--- src/sv/esd_pkg.sv ---
// Package for the escaped string decoder: item types, phase and status codes,
// character constants and the small decode functions. Depends on nothing.
`default_nettype none

package esd_pkg;

	typedef enum logic [8:0] {
		PH_FIRST = 9'b000000001,
		PH_PASS  = 9'b000000010,
		PH_BODY  = 9'b000000100,
		PH_ESC   = 9'b000001000,
		PH_HEX1  = 9'b000010000,
		PH_HEX2  = 9'b000100000,
		PH_OCT2  = 9'b001000000,
		PH_OCT3  = 9'b010000000,
		PH_DONE  = 9'b100000000
	} phase_t;

	typedef enum logic [1:0] {
		ST_OK      = 2'd0,
		ST_ERR     = 2'd1,
		ST_PENDING = 2'd2
	} status_t;

	localparam logic [7:0] CH_QUOTE = 8'h22;
	localparam logic [7:0] CH_BSL   = 8'h5C;
	localparam logic [7:0] CH_X     = 8'h78;
	localparam logic [7:0] CH_ZERO  = 8'h30;
	localparam logic [7:0] CH_ONE   = 8'h31;
	localparam logic [7:0] CH_SEVEN = 8'h37;

	typedef struct packed {
		logic [7:0] byte_in;
		logic       is_last;
	} in_item_t;

	typedef struct packed {
		logic       out_valid;
		logic [7:0] out_byte;
		logic       done_res;
		logic [1:0] status;
	} res_item_t;

	// {hit, nibble}
	function automatic logic [4:0] hex_value(input logic [7:0] b);
		logic [4:0] r;
		r = 5'd0;
		if (b inside {[8'h30:8'h39]})      r = {1'b1, b[3:0]};
		else if (b inside {[8'h41:8'h46]}) r = {1'b1, b[3:0] + 4'd9};
		else if (b inside {[8'h61:8'h66]}) r = {1'b1, b[3:0] + 4'd9};
		return r;
	endfunction

	// {hit, decoded byte}
	function automatic logic [8:0] letter_escape(input logic [7:0] b);
		logic [8:0] r;
		r = 9'd0;
		case (b)
			8'h30: r = {1'b1, 8'd0};
			8'h6E: r = {1'b1, 8'd10};
			8'h72: r = {1'b1, 8'd13};
			8'h74: r = {1'b1, 8'd9};
			8'h76: r = {1'b1, 8'd11};
			8'h61: r = {1'b1, 8'd7};
			8'h62: r = {1'b1, 8'd8};
			8'h66: r = {1'b1, 8'd12};
			8'h27: r = {1'b1, 8'd39};
			8'h22: r = {1'b1, 8'd34};
			8'h5C: r = {1'b1, 8'd92};
			default: r = 9'd0;
		endcase
		return r;
	endfunction

endpackage

`default_nettype wire

--- src/sv/esd_ifs.sv ---
// Valid/ready channel interfaces for raw text bytes and decoded results.
// Depends on: nothing.
`default_nettype none

interface esd_in_if;
	logic       valid;
	logic       ready;
	logic [7:0] byte_in;
	logic       is_last;

	modport source (output valid, byte_in, is_last, input ready);
	modport sink   (input valid, byte_in, is_last, output ready);
endinterface

interface esd_out_if;
	logic       valid;
	logic       ready;
	logic       out_valid;
	logic [7:0] out_byte;
	logic       done_res;
	logic [1:0] status;

	modport source (output valid, out_valid, out_byte, done_res, status, input ready);
	modport sink   (input valid, out_valid, out_byte, done_res, status, output ready);
endinterface

`default_nettype wire

--- src/sv/esd_in_stage.sv ---
// Input register stage of the escaped string decoder.
// Depends on: esd_pkg.
`default_nettype none

module esd_in_stage (
	input  wire logic             clk,
	input  wire logic             arst_n,
	input  wire logic             in_valid,
	output logic                  in_ready,
	input  esd_pkg::in_item_t     in_item,
	input  wire logic             take,
	output logic                  valid_s1,
	output esd_pkg::in_item_t     item_s1
);

	assign in_ready = !valid_s1 || take;

	always_ff @(posedge clk or negedge arst_n) begin
		if (!arst_n) begin
			valid_s1 <= 1'b0;
		end else if (in_ready) begin
			valid_s1 <= in_valid;
		end
	end

	always_ff @(posedge clk) begin
		if (in_ready && in_valid) begin
			item_s1 <= in_item;
		end
	end

endmodule

`default_nettype wire

--- src/sv/esd_decode.sv ---
// Escape decoder: phase, digit accumulator and held status, plus the
// per-byte decode logic. Depends on: esd_pkg.
`default_nettype none

module esd_decode (
	input  wire logic          clk,
	input  wire logic          arst_n,
	input  wire logic          fire,
	input  esd_pkg::in_item_t  item,
	output esd_pkg::res_item_t res
);

	esd_pkg::phase_t  phase_q, phase_n;
	logic [5:0]       acc_q, acc_n;
	esd_pkg::status_t fstat_q, fstat_n;

	logic [7:0] b;
	logic       last;
	logic [4:0] hv;
	logic [8:0] lv;
	logic [8:0] oct_val;
	logic       err, ok_end;
	logic       r_valid, r_done;
	logic [7:0] r_byte;
	esd_pkg::status_t r_st;

	assign b       = item.byte_in;
	assign last    = item.is_last;
	assign hv      = esd_pkg::hex_value(b);
	assign lv      = esd_pkg::letter_escape(b);
	assign oct_val = {acc_q, b[2:0]};

	always_comb begin
		r_valid = 1'b0;
		r_byte  = 8'd0;
		r_done  = 1'b0;
		r_st    = esd_pkg::ST_PENDING;
		err     = 1'b0;
		ok_end  = 1'b0;
		phase_n = phase_q;
		acc_n   = acc_q;
		fstat_n = fstat_q;
		case (phase_q)
			esd_pkg::PH_PASS: begin
				r_valid = 1'b1;
				r_byte  = b;
				r_done  = 1'b1;
				r_st    = esd_pkg::ST_OK;
			end
			esd_pkg::PH_BODY: begin
				if (b == esd_pkg::CH_QUOTE) begin
					ok_end = 1'b1;
				end else if (b == esd_pkg::CH_BSL) begin
					phase_n = esd_pkg::PH_ESC;
				end else begin
					r_valid = 1'b1;
					r_byte  = b;
				end
			end
			esd_pkg::PH_ESC: begin
				if (lv[8]) begin
					r_valid = 1'b1;
					r_byte  = lv[7:0];
					phase_n = esd_pkg::PH_BODY;
				end else if (b == esd_pkg::CH_X) begin
					phase_n = esd_pkg::PH_HEX1;
				end else if (b inside {[esd_pkg::CH_ONE:esd_pkg::CH_SEVEN]}) begin
					acc_n   = {3'd0, b[2:0]};
					phase_n = esd_pkg::PH_OCT2;
				end else begin
					err = 1'b1;
				end
			end
			esd_pkg::PH_HEX1: begin
				if (hv[4]) begin
					acc_n   = {2'd0, hv[3:0]};
					phase_n = esd_pkg::PH_HEX2;
				end else begin
					err = 1'b1;
				end
			end
			esd_pkg::PH_HEX2: begin
				if (hv[4]) begin
					r_valid = 1'b1;
					r_byte  = {acc_q[3:0], hv[3:0]};
					phase_n = esd_pkg::PH_BODY;
				end else begin
					err = 1'b1;
				end
			end
			esd_pkg::PH_OCT2: begin
				if (b inside {[esd_pkg::CH_ZERO:esd_pkg::CH_SEVEN]}) begin
					acc_n   = {acc_q[2:0], b[2:0]};
					phase_n = esd_pkg::PH_OCT3;
				end else begin
					err = 1'b1;
				end
			end
			esd_pkg::PH_OCT3: begin
				if (!(b inside {[esd_pkg::CH_ZERO:esd_pkg::CH_SEVEN]}) || oct_val[8]) begin
					err = 1'b1;
				end else begin
					r_valid = 1'b1;
					r_byte  = oct_val[7:0];
					phase_n = esd_pkg::PH_BODY;
				end
			end
			esd_pkg::PH_DONE: begin
				r_done = 1'b1;
				r_st   = fstat_q;
			end
			default: begin
				if (b == esd_pkg::CH_QUOTE) begin
					phase_n = esd_pkg::PH_BODY;
				end else begin
					r_valid = 1'b1;
					r_byte  = b;
					r_done  = 1'b1;
					r_st    = esd_pkg::ST_OK;
					phase_n = esd_pkg::PH_PASS;
					fstat_n = esd_pkg::ST_OK;
				end
			end
		endcase

		// unterminated string
		if (!err && !ok_end && !r_done && last) begin
			err = 1'b1;
		end

		if (err || ok_end) begin
			r_st    = err ? esd_pkg::ST_ERR : esd_pkg::ST_OK;
			r_done  = 1'b1;
			fstat_n = r_st;
			phase_n = esd_pkg::PH_DONE;
			acc_n   = 6'd0;
		end

		if (last) begin
			phase_n = esd_pkg::PH_FIRST;
			acc_n   = 6'd0;
			fstat_n = esd_pkg::ST_PENDING;
		end
	end

	assign res.out_valid = r_valid;
	assign res.out_byte  = r_byte;
	assign res.done_res  = r_done;
	assign res.status    = r_st;

	always_ff @(posedge clk or negedge arst_n) begin
		if (!arst_n) begin
			phase_q <= esd_pkg::PH_FIRST;
			acc_q   <= 6'd0;
			fstat_q <= esd_pkg::ST_PENDING;
		end else if (fire) begin
			phase_q <= phase_n;
			acc_q   <= acc_n;
			fstat_q <= fstat_n;
		end
	end

endmodule

`default_nettype wire

--- src/sv/esd_out_stage.sv ---
// Result register stage of the escaped string decoder.
// Depends on: esd_pkg.
`default_nettype none

module esd_out_stage (
	input  wire logic           clk,
	input  wire logic           arst_n,
	input  wire logic           valid_s1,
	input  esd_pkg::res_item_t  res,
	output logic                take,
	output logic                valid_s2,
	output esd_pkg::res_item_t  res_s2,
	input  wire logic           out_ready
);

	assign take = !valid_s2 || out_ready;

	always_ff @(posedge clk or negedge arst_n) begin
		if (!arst_n) begin
			valid_s2 <= 1'b0;
		end else if (take) begin
			valid_s2 <= valid_s1;
		end
	end

	always_ff @(posedge clk) begin
		if (take && valid_s1) begin
			res_s2 <= res;
		end
	end

endmodule

`default_nettype wire

--- src/sv/escaped_string_decoder_unit.sv ---
// Top level of the escaped string decoder: input register, decode, result register.
// Depends on: esd_pkg, esd_ifs, esd_in_stage, esd_decode, esd_out_stage.
//
//   channel   modport        payload                                  rate
//   text      esd_in_if      byte_in[7:0], is_last                    1 item/cycle
//   decoded   esd_out_if     out_valid, out_byte[7:0], done_res,      1 item/cycle
//                            status[1:0]
//
// A result shows on decoded once its item has passed from the input register
// through the decode into the result register.
// One result per text item; items stream back to back at one per cycle while decoded is not stalled.
// The decode state (phase, digit accumulator, held status) steps when an item
// moves from the input register into the result register.
// Reset clears the phase to first character and empties both registers.
// A stall on decoded holds the result register; text.ready drops in the same
// cycle once the input register is full as well.
`default_nettype none

module escaped_string_decoder_unit (
	input  wire logic  clk,
	input  wire logic  arst_n,
	esd_in_if.sink     text,
	esd_out_if.source  decoded
);

	esd_pkg::in_item_t  in_item, item_s1;
	esd_pkg::res_item_t res, res_s2;
	logic               valid_s1, valid_s2, take;

	assign in_item.byte_in = text.byte_in;
	assign in_item.is_last = text.is_last;

	esd_in_stage u_in (
		.clk      (clk),
		.arst_n   (arst_n),
		.in_valid (text.valid),
		.in_ready (text.ready),
		.in_item  (in_item),
		.take     (take),
		.valid_s1 (valid_s1),
		.item_s1  (item_s1)
	);

	esd_decode u_dec (
		.clk    (clk),
		.arst_n (arst_n),
		.fire   (valid_s1 && take),
		.item   (item_s1),
		.res    (res)
	);

	esd_out_stage u_out (
		.clk       (clk),
		.arst_n    (arst_n),
		.valid_s1  (valid_s1),
		.res       (res),
		.take      (take),
		.valid_s2  (valid_s2),
		.res_s2    (res_s2),
		.out_ready (decoded.ready)
	);

	assign decoded.valid     = valid_s2;
	assign decoded.out_valid = res_s2.out_valid;
	assign decoded.out_byte  = res_s2.out_byte;
	assign decoded.done_res  = res_s2.done_res;
	assign decoded.status    = res_s2.status;

endmodule

`default_nettype wire

--- src/flat_wrapper.sv ---
// flat-port wrapper written by rule: the top's interface ports become plain ports
module escaped_string_decoder_unit_flat 
  (clk, arst_n, text_valid, text_byte_in, text_is_last, text_ready, decoded_valid, decoded_out_valid, decoded_out_byte, decoded_done_res, decoded_status, decoded_ready);
  esd_in_if text_i ();
  esd_out_if decoded_i ();
  input  wire logic clk;
  input  wire logic arst_n;
  input wire logic [$bits(text_i.valid)-1:0] text_valid;
  input wire logic [$bits(text_i.byte_in)-1:0] text_byte_in;
  input wire logic [$bits(text_i.is_last)-1:0] text_is_last;
  output wire logic [$bits(text_i.ready)-1:0] text_ready;
  output wire logic [$bits(decoded_i.valid)-1:0] decoded_valid;
  output wire logic [$bits(decoded_i.out_valid)-1:0] decoded_out_valid;
  output wire logic [$bits(decoded_i.out_byte)-1:0] decoded_out_byte;
  output wire logic [$bits(decoded_i.done_res)-1:0] decoded_done_res;
  output wire logic [$bits(decoded_i.status)-1:0] decoded_status;
  input wire logic [$bits(decoded_i.ready)-1:0] decoded_ready;
  assign text_i.valid = text_valid;
  assign text_i.byte_in = text_byte_in;
  assign text_i.is_last = text_is_last;
  assign text_ready = text_i.ready;
  assign decoded_valid = decoded_i.valid;
  assign decoded_out_valid = decoded_i.out_valid;
  assign decoded_out_byte = decoded_i.out_byte;
  assign decoded_done_res = decoded_i.done_res;
  assign decoded_status = decoded_i.status;
  assign decoded_i.ready = decoded_ready;
  escaped_string_decoder_unit u_core (.clk(clk), .arst_n(arst_n), .text(text_i), .decoded(decoded_i));
endmodule
--- config.mk ---
export PLATFORM = sky130hd
export DESIGN_NAME = escaped_string_decoder_unit_flat
export DESIGN_NICKNAME = d
export VERILOG_FILES = /design/src/sv/esd_pkg.sv /design/src/sv/esd_ifs.sv /design/src/sv/esd_in_stage.sv /design/src/sv/esd_decode.sv /design/src/sv/esd_out_stage.sv /design/src/sv/escaped_string_decoder_unit.sv /design/src/flat_wrapper.sv
export SDC_FILE = /design/constraint.sdc
export NUM_CORES = 1
export LEC_CHECK = 0
export ABC_CLOCK_PERIOD_IN_PS = 3400
export BUFFER_PORTS_ARGS = -buffer_cell sky130_fd_sc_hd__buf_2
export CAP_MARGIN = 20
export CORE_UTILIZATION = 40
export DETAILED_ROUTE_END_ITERATION = 8
export PLACE_DENSITY = 0.59
export SETUP_SLACK_MARGIN = 0.5
export SLEW_MARGIN = 20
export SYNTH_ARGS = -nofsm -noshare
export SYNTH_HDL_FRONTEND = slang
export SYNTH_SLANG_ARGS = --single-unit
--- constraint.sdc ---
create_clock -name clk -period 3.4 [get_ports clk]
set_input_delay 0.17 -clock clk [delete_from_list [all_inputs] [get_ports clk]]
set_output_delay 0.17 -clock clk [all_outputs]
set_load 0.05 [all_outputs]
* Word-level counts from Yosys, hierarchy flattened
Index checks and enable logic that the tools add are counted.
** Cells by class
- Add/subtract/negate cells :: 1
- Magnitude comparators :: 8
- Equal/unequal tests :: 33
- Muxes and demuxes :: 58
- Reductions and logical operators :: 29
** Operators with widths (count)
- $mux 9 :: 11
- $pmux 9 s11 :: 1
- $eq 8x7->1 const B :: 9
- $pmux 9 s7 :: 1
- $mux 8 :: 6
- $pmux 8 s6 :: 1
- $mux 6 :: 7
- $ne 4x3->1 const B :: 9
- $eq 8x6->1 const B :: 3
- $pmux 6 s3 :: 1
- $ge 8x6->1 const B :: 2
- $ge 8x7->1 const B :: 2
- $le 8x6->1 const B :: 2
- $le 8x7->1 const B :: 2
- $mux 1 :: 16
- $mux 5 :: 3
- $mux 2 :: 6
- $logic_and 1x1->1 :: 10
- $eq 9x2->1 const B :: 1
- $eq 9x3->1 const B :: 1
- $eq 9x4->1 const B :: 1
- $eq 9x5->1 const B :: 1
- $eq 9x6->1 const B :: 1
- $eq 9x7->1 const B :: 1
- 20 further kinds :: 31
** Word-level totals
- Flip-flop bits (word level) :: 40

* Longest topological paths before layout
Gate-level depths: netlist of the first run.
- Word-level depth :: 15
- Gate-level depth with buffers :: 10

* Modules after synthesis
From an unflattened synthesis of the first run, not the netlist that was laid out.
** Second synthesis, totals
- Cells, all modules :: 291
- Area total of the unflattened synthesis :: 2756.4 sq um
** Modules (own cells, without submodules)
- esd_decode :: times used 1, cells an instance 261, area an instance 2011.9 sq um, sequential area each 427.9 sq um
- esd_out_stage :: times used 1, cells an instance 16, area an instance 414.1 sq um, sequential area each 385.4 sq um
- esd_in_stage :: times used 1, cells an instance 13, area an instance 324.1 sq um, sequential area each 295.3 sq um
- escaped_string_decoder_unit :: times used 1, cells an instance 1, area an instance 6.3 sq um, sequential area each 0.0 sq um

* Worst setup path before layout of the first run
No wires, ideal clock.
- Kind :: flip-flop to flip-flop
- Start point :: register u_core.u_in.item_s1[1] (netlist name)
- End point :: register u_core.u_dec.phase_q[1]
- Library setup time :: 0.128 ns
- Data arrival time :: 2.776 ns
- Data required time :: 3.272 ns
- Setup slack :: 0.496 ns
- Stages on the path, launching flop included :: 10
- Buffers on the path :: 1
- Cells stage by stage :: edfxtp_1 -> clkbuf_1 -> inv_1 -> ha_1 -> nor3b_1 -> nor4_2 -> a21oi_2 -> a2111oi_4 -> a31oi_2 -> mux2_1
** On the way
- Cells in the longest elaborated chain, start to end :: 15
- Elaborated cells between the ends (all ways) :: 65
- Classes of those cells :: order compare: 8; eq/ne: 20; mux: 22; reduce/logical: 15
** RTL lines
- $ge 8x7->1 or $le 8x7->1 (tied branches) :: line esd_pkg.sv:50 : else if (b inside {[8'h61:8'h66]}) r = {1'b1, b[3:0] + 4'd9};
- $logic_and 1x1->1 :: line esd_pkg.sv:50
- $mux 5 :: line esd_pkg.sv:50
- $mux 5 :: line esd_pkg.sv:49 : else if (b inside {[8'h41:8'h46]}) r = {1'b1, b[3:0] + 4'd9};
- $mux 5 :: line esd_pkg.sv:48 : if (b inside {[8'h30:8'h39]}) r = {1'b1, b[3:0]};
- $mux 1 :: line esd_decode.sv:75, esd_decode.sv:83
- $pmux 1 s4 :: line esd_decode.sv:43 : case (phase_q)
- $logic_not 1->1 :: line esd_decode.sv:127 : if (!err && !ok_end && !r_done && last) begin
- $logic_and 1x1->1 (3 in a row) :: line esd_decode.sv:127
- $mux 1 :: line esd_decode.sv:127
- $logic_or 1x1->1 :: line esd_decode.sv:131 : if (err || ok_end) begin
- $ne 6x5->1 (no line), or another cell as far along
- $reduce_and 9->1 (no line) or $mux 9 (tied branches)
- to (signal assigned) :: line esd_decode.sv:153 : phase_q <= esd_pkg::PH_FIRST;
- to (signal assigned) :: line esd_decode.sv:157 : phase_q <= phase_n;
- to (decl) :: line esd_decode.sv:13 : esd_pkg::phase_t phase_q, phase_n;
Parallel ways exist; a longest one is shown, timed or not.
A chain may end at the register's enable or synchronous reset.

* Worst setup path after layout of the first run
- Start point :: register u_core.u_in.item_s1[2] (netlist name)
- End point :: register u_core.u_dec.phase_q[8]
** On the way
- Cells in the longest elaborated chain, start to end :: 15
- Elaborated cells between the ends (all ways) :: 64
- Classes of those cells :: order compare: 8; eq/ne: 20; mux: 21; reduce/logical: 15
** RTL lines (line)
- $ge 8x7->1 or $le 8x7->1 (tied branches) :: esd_pkg.sv:50
- $logic_and 1x1->1 :: esd_pkg.sv:50
- $mux 5 :: esd_pkg.sv:50
- $mux 5 :: esd_pkg.sv:49
- $mux 5 :: esd_pkg.sv:48
- $mux 1 :: esd_decode.sv:75, esd_decode.sv:83
- $pmux 1 s4 :: esd_decode.sv:43
- $logic_not 1->1 :: esd_decode.sv:127
- $logic_and 1x1->1 (3 in a row) :: esd_decode.sv:127
- $mux 1 :: esd_decode.sv:127
- $logic_or 1x1->1 :: esd_decode.sv:131
- $ne 6x5->1 (no line), or another cell as far along
- $reduce_and 9->1 (no line) or $mux 9 (tied branches)
Parallel ways exist; a longest one is shown, timed or not.

==> impl_metrics.tcl, run 1 <==
set metrics [dict create \
    grt_pass1_wl_mm 12.6 \
    vias_per_cell 6.02 \
    nets 361 \
    slew_violations 0 \
    synth_area_um2 2900 \
    fillers 676 \
    drtIter0Drc 192 \
    mostFrequentLayoutCells "buf_2 (26), nand2_1 (24), buf_4 (24)" \
    htree_levels 2 \
    cts_root_buf "clkbuf_8" \
    final_util_pct 49.1 \
    grt_pass1_vias 2347 \
    wl_mm 7.94 \
    drv_cap 0 \
    dieHeight_um 87.2 \
    grt_max_degree 20 \
    num_vias 2650 \
    netlist_instances 304 \
    peakVddDrop_uv 151 \
    yosys.area.top_type "edfxtp_1" \
    io_buffer_count 26 \
    place_area_um2 3200 \
    clk_pin_slew_ns 0.08 \
    setup_tns_ns 0 \
    antennaDiodeCount 0 \
    hold_viol 0 \
    seqCellArea_um2 1110 \
    synth_area_per_cell_um2 9.55 \
    power.leakage_nw 1.25 \
    dr.pass1.iters 5 \
    die_area_um2 7600 \
    period_needed_ns 2.78 \
    setup_viol 0 \
    hold_class "input port to flip-flop" \
    drc 0 \
    tritoncts "done" \
    synth.distinct_cells 74 \
    reg2reg_from "u_core.u_in.item_s1[2]$_DFFE_PP_" \
    hold_slack_ns 0.0436 \
    reg2regPathDepth 9 \
    fp.coreArea_um2 6910 \
    path_class "flip-flop to flip-flop" \
    hold_end "u_core.u_in.item_s1[6]$_DFFE_PP_" \
    clockBufferDepth 2 \
    rsz0062_at_grt "no" \
    dp_hpwl_mm 6.06 \
    cp-end-kind "flip-flop" \
    grtUsageTotal_pct 21.7 \
    gp_congestion 0.945 \
    synth-seq-cells 40 \
    grt_overflow_total 0 \
    synth_warnings 0 \
    clock_latency_ns 0.30 \
    worstSetupStartpointType "flip-flop" \
    synth_area_leaders "edfxtp_1 (22%), dfrtp_1 (15%), nand2_1 (3.1%)" \
    synth_top_area_share_pct 21.7 \
    antenna_found_initial 0 \
    synth_ff_type "edfxtp_1" \
    async_flop_share_pct 47.5 \
    wl_per_cell_um 18.1 \
    chipWidth_um 87.2 \
    max_slew_margin_pct 53.9 \
    rows 30 \
    cts_made_buffers 5 \
    synth-edff-count 21 \
    ant_nets 0 \
    design_area_um2 3390 \
    regToRegEndpoint "u_core.u_dec.phase_q[8]$_DFFE_PN0P_" \
    num_io_pins 27 \
    required_ns 3.58 \
    crit_fanout 10 \
    hold_path_depth 1 \
    layout_commonest_cell "buf_2" \
    post-route-period-util_pct 81.8 \
    r2r_slack_ns 0.62 \
    p_per_area_nw_per_um2 367 \
    cts.sinks 40 \
    syn_nets 322 \
    critPathArrivalTime_ns 2.96 \
    status "finished, final reports clean" \
    area_delta_synth_final_pct 16.8 \
    worstHoldStart "text_byte_in[5]" \
    multiInputGateArea_um2 1710 \
    worst_pin_slew_ns 0.685 \
    skew_ns 0.00807 \
    drive_gt1_share_pct 24.1 \
    ys_seq_area_share_pct 38.2 \
    start_util_pct 42.0 \
    max_freq_mhz 360 \
]
[synthesized netlist by cell type (all sizes together) (7+ instances only)]
cell,number
a21oi,12
buf,8
clkbuf,11
dfrtp,17
edfxtp,21
inv,13
mux2,7
nand2,24
nand2b,14
nand3,10
nor2,20
nor3,13
o21ai,18
or4,7
[final cells by class]
type	count	area share [%]
Multi-Input combinational cell	232	50.5
Clock inverter	1	0.148
Sequential cell	40	32.7
Tap cell	96	3.54
Clock buffer	7	2.25
Timing Repair Buffer	51	9.45
Inverter	13	1.44
[timing repair]
item | 4_1_cts | 5_1_grt
resized for setup | 2 | 6
hold buffers | 1 | 0
setup endpoints to repair | 5 | 8
buffers inserted | 0 | 5
endpoints found under the hold margin | 17 | 0
[state kept, by name, indices dropped and copies added, names as in the netlist]
register,flops
u_core.u_out.res_s2,12
u_core.u_dec.phase_q,9
u_core.u_in.item_s1,9
u_core.u_dec.acc_q,6
u_core.u_dec.fstat_q,2
u_core.u_in.valid_s1,1
u_core.u_out.valid_s2,1
[worst max-delay path, cell delays in order (launching register included)]
cell and delay (ns):
edfxtp_1 0.45, inv_1 0.18, ha_1 0.24, o21bai_1 0.12, a21oi_1 0.47, a21oi_4 0.12
a2111oi_4 0.37, buf_4 0.23, a31oi_2 0.16, mux2_1 0.33
[where the power goes]
part	internal, mW	leakage, nW	switching (mW)	total (mW)
Clock	0.144	0.0422	0.170	0.314
Sequential	0.561	0.443	0.0455	0.606
Combinational	0.115	0.762	0.207	0.322
[metrics by stage]
stage / std cells / total power, mW / setup WS (ns)
floorplan: 304 / 0.820 / 0.515
global placement: 426 / 0.914 / 0.439
detailed placement: 426 / 0.917 / 0.383
CTS: 435 / 1.24 / 0.511
global route: 440 / 1.30 / 0.507
finish: 440 / 1.24 / 0.618
[layer usage]
layer  vias to the layer above  wire, um  GRT usage, %  share of wire [%]
met1                      1269      3830          32.2                 48
met2                       120      3570          33.1                 45
met4                         0       116          6.11                1.5
met3                        10       429          2.65                5.4
li1                       1251         -             -                  -
met5                         -         0             0                  0
[logic make-up after synthesis]
family | Yosys count | synth area share [%]
and+or+nand+nor | 134 | 28.1
AOI/OAI and AO/OA | 79 | 21.7
DFF | 40 | 38.2
buffers and inverters | 32 | 4.83
muxes | 10 | 3.75
adders and majority gates | 5 | 2.16
xor gates and xnor gates | 4 | 1.21
[how the worst max path moves through the flow]
stage / startpoint / end / cells after the start
CTS: u_core.u_in.item_s1[5]$_DFFE_PP_ / u_core.u_dec.acc_q[3]$_DFFE_PN0P_ / 9
floorplan: u_core.u_in.item_s1[1]$_DFFE_PP_ / u_core.u_dec.phase_q[1]$_DFFE_PN0P_ / 9
finish: u_core.u_in.item_s1[2]$_DFFE_PP_ / u_core.u_dec.phase_q[8]$_DFFE_PN0P_ / 9
detailed placement: u_core.u_in.item_s1[1]$_DFFE_PP_ / u_core.u_dec.acc_q[1]$_DFFE_PN0P_ / 10
global placement: u_core.u_in.item_s1[2]$_DFFE_PP_ / u_core.u_dec.acc_q[1]$_DFFE_PN0P_ / 9
global route: u_core.u_dec.phase_q[8]$_DFFE_PN0P_ / u_core.u_out.res_s2[1]$_SDFFCE_PP0P_ / 5
Power figures use the tool's default switching activity.
==> run 2, diff against run 1 <==
--- a/config.mk
+++ b/config.mk
@@ -5,12 +5,12 @@
 export SDC_FILE = /design/constraint.sdc
 export NUM_CORES = 1
 export LEC_CHECK = 0
-export ABC_CLOCK_PERIOD_IN_PS = 3400
+export ABC_CLOCK_PERIOD_IN_PS = 2350
 export BUFFER_PORTS_ARGS = -buffer_cell sky130_fd_sc_hd__buf_2
 export CAP_MARGIN = 20
 export CORE_UTILIZATION = 40
 export DETAILED_ROUTE_END_ITERATION = 8
-export PLACE_DENSITY = 0.59
+export PLACE_DENSITY = 0.62
 export SETUP_SLACK_MARGIN = 0.5
 export SLEW_MARGIN = 20
 export SYNTH_ARGS = -nofsm -noshare
==> constraint.sdc (replaced) <==
create_clock -name clk -period 2.35 [get_ports clk]
set_input_delay 0.1175 -clock clk [delete_from_list [all_inputs] [get_ports clk]]
set_output_delay 0.1175 -clock clk [all_outputs]
set_load 0.05 [all_outputs]
==> run 2 against run 1 <==
The flow now finishes with violations (setup timing). Setup slack worse by 0.79 ns. Clock skew is 0.0068 ns higher. Cell count grew 23%. Cell area up 41%. Critical path depth shrank 3. Routed wire length increased by 28%. Utilization grew 20 points. Clock-buffer cell count unchanged. Hold slack worse by 0.031 ns.
==> impl_metrics.tcl, run 2 (synthesis gave the netlist of run 1 again) <==
set metrics [dict create \
    grt_pass1_vias 3012 \
    num_vias 3197 \
    clockBufferDepth 2 \
    die_area_um2 7600 \
    place_area_um2 3860 \
    dr.pass1.iters 5 \
    regMostFlops "u_core.u_out.res_s2" \
    wl_per_cell_um 18.8 \
    drc 0 \
    met2_usage_pct 43.6 \
    tritoncts "done" \
    hold_path_depth 2 \
    crit_fanout 3 \
    path_cells "or4bb_1 > or3b_4 > a31o_4 > o311ai_4 > nand3_2 > or4_4" \
    grtUsageTotal_pct 27.8 \
    layout_commonest_cell "buf_4" \
    nets 463 \
    chipWidth_um 87.2 \
    clk_pin_slew_ns 0.09 \
    antennaDiodeCount 0 \
    htree_levels 2 \
    start_util_pct 42.0 \
    cp.depth 6 \
    ant_nets 0 \
    rsz0062_at_grt "yes" \
    path_class "flip-flop to flip-flop" \
    cts.sinks 40 \
    mostFrequentLayoutCells "buf_4 (88), buf_6 (28), buf_2 (26)" \
    cp_slowest_cell "or4bb_1" \
    p_per_area_nw_per_um2 432 \
    grt_pass1_wl_mm 15.9 \
    drtIter0Drc 293 \
    grt_use_met1_pct 38.4 \
    io_buffer_count 26 \
    vias_per_cell 5.90 \
    crit_family "simple AND/OR/NAND/NOR gates" \
    dieHeight_um 87.2 \
    violations "setup timing" \
    p_total_mw 2.07 \
    skew_ns 0.0149 \
    status "finished with violations" \
    hold_slack_ns 0.0124 \
    worstSetupStartpointType "flip-flop" \
    wl_mm 10.2 \
    hold_class "input port to flip-flop" \
    num_io_pins 27 \
    antenna_found_initial 0 \
    cts_made_buffers 5 \
    design_area_um2 4790 \
    max_slew_margin_pct 64.2 \
    setup_viol 22 \
    drive_gt1_share_pct 54.3 \
    instances_no_fill 542 \
    required_ns 2.40 \
    grt_max_degree 20 \
    critical_path_buf_inv_count 0 \
    setup_ws_ns -0.171 \
    rows 30 \
    grt_overflow_total 0 \
    cp-end-kind "flip-flop" \
    hold_viol 0 \
    grt_util_met3_pct 4.74 \
    worst_pin_slew_ns 0.532 \
    slew_violations 0 \
    final_util_pct 69.3 \
    area_delta_synth_final_pct 64.9 \
    period_needed_ns 2.52 \
    largest_reg_flops 12 \
    critPathArrivalTime_ns 2.57 \
    dp_hpwl_mm 7.28 \
    post-route-period-util_pct 107 \
    max_stage_delay_ns 0.53 \
    drv_cap 0 \
    power.leakage_nw 1.89 \
    clock_latency_ns 0.31 \
    reg2regPathDepth 6 \
    fp.coreArea_um2 6910 \
    dp.cells 499 \
    reg_top3 "u_core.u_out.res_s2 (12), u_core.u_dec.phase_q (9), u_core.u_in.item_s1 (9)" \
    cts_root_buf "clkbuf_8" \
    max_freq_mhz 397 \
    peakVddDrop_uv 362 \
    gp_congestion 0.913 \
    grt.busiest_layer "met2" \
]
-- run 2: cell count changes in the layout (fill, tap and decap cells not counted), sizes merged --
cell | before | now
buf | 50 | 143
dlygate4sd3 | 1 | 10
-- run 2: power by group --
part           leakage [nW]  internal (mW)  switching, mW  total [mW]
registers             0.443          0.812         0.0527       0.864
logic                  1.41          0.335          0.420       0.754
clock network        0.0422          0.209          0.241       0.450
total                  1.89           1.35          0.714        2.07
-- run 2: through the flow --
stage	setup WS [ns]	setup TNS, ns
2_1_floorplan	-0.222	-1.64
6_report	-0.171	-1.72
4_1_cts	-0.141	-1.29
3_3_place_gp	-0.137	-1.51
3_5_place_dp	-0.214	-2.37
5_1_grt	-0.221	-3.29
-- run 2: path summary, 6_finish.rpt --
kind | from | end | slack (ns)
max in group asynchronous | arst_n | u_core.u_dec.fstat_q[1]$_DFFE_PN1P_ | 1.71
max reg2reg | u_core.u_in.item_s1[8]$_DFFE_PP_ | u_core.u_out.res_s2[2]$_SDFFCE_PP1P_ | -0.17
min in group asynchronous | arst_n | u_core.u_dec.phase_q[3]$_DFFE_PN0P_ | 0.28
max | u_core.u_in.item_s1[8]$_DFFE_PP_ | u_core.u_out.res_s2[2]$_SDFFCE_PP1P_ | -0.17
min | text_valid | u_core.u_in.valid_s1$_DFFE_PN0N_ | 0.01
min reg2reg | u_core.u_in.valid_s1$_DFFE_PN0N_ | u_core.u_out.valid_s2$_DFFE_PN0P_ | 0.49
-- run 2: cell type report --
type / instances / area, um2
inverter: 13 / 51.3
timing repair buffer: 153 / 1230
clock inverter: 1 / 5.00
fill: 517 / 2120
multi-input combinational: 232 / 2200
clock buffer: 7 / 76.3
sequential: 40 / 1110
tap: 96 / 120
-- run 2: what timing repair did --
item | in CTS | in global routing
cloned | 0 | 0
hold buffers | 8 | 2
setup endpoints to repair | 29 | 29
gates resized for setup | 64 | 48
hold endpoints to repair | 24 | 2
buffers inserted | 18 | 7
pin swaps | 13 | 24
-- run 2: routing by layer --
layer / vias up / wire length [um]
met2: 167 / 4790
met1: 1536 / 4420
met5: - / 0
met3: 34 / 655
li1: 1460 / -
met4: 0 / 334
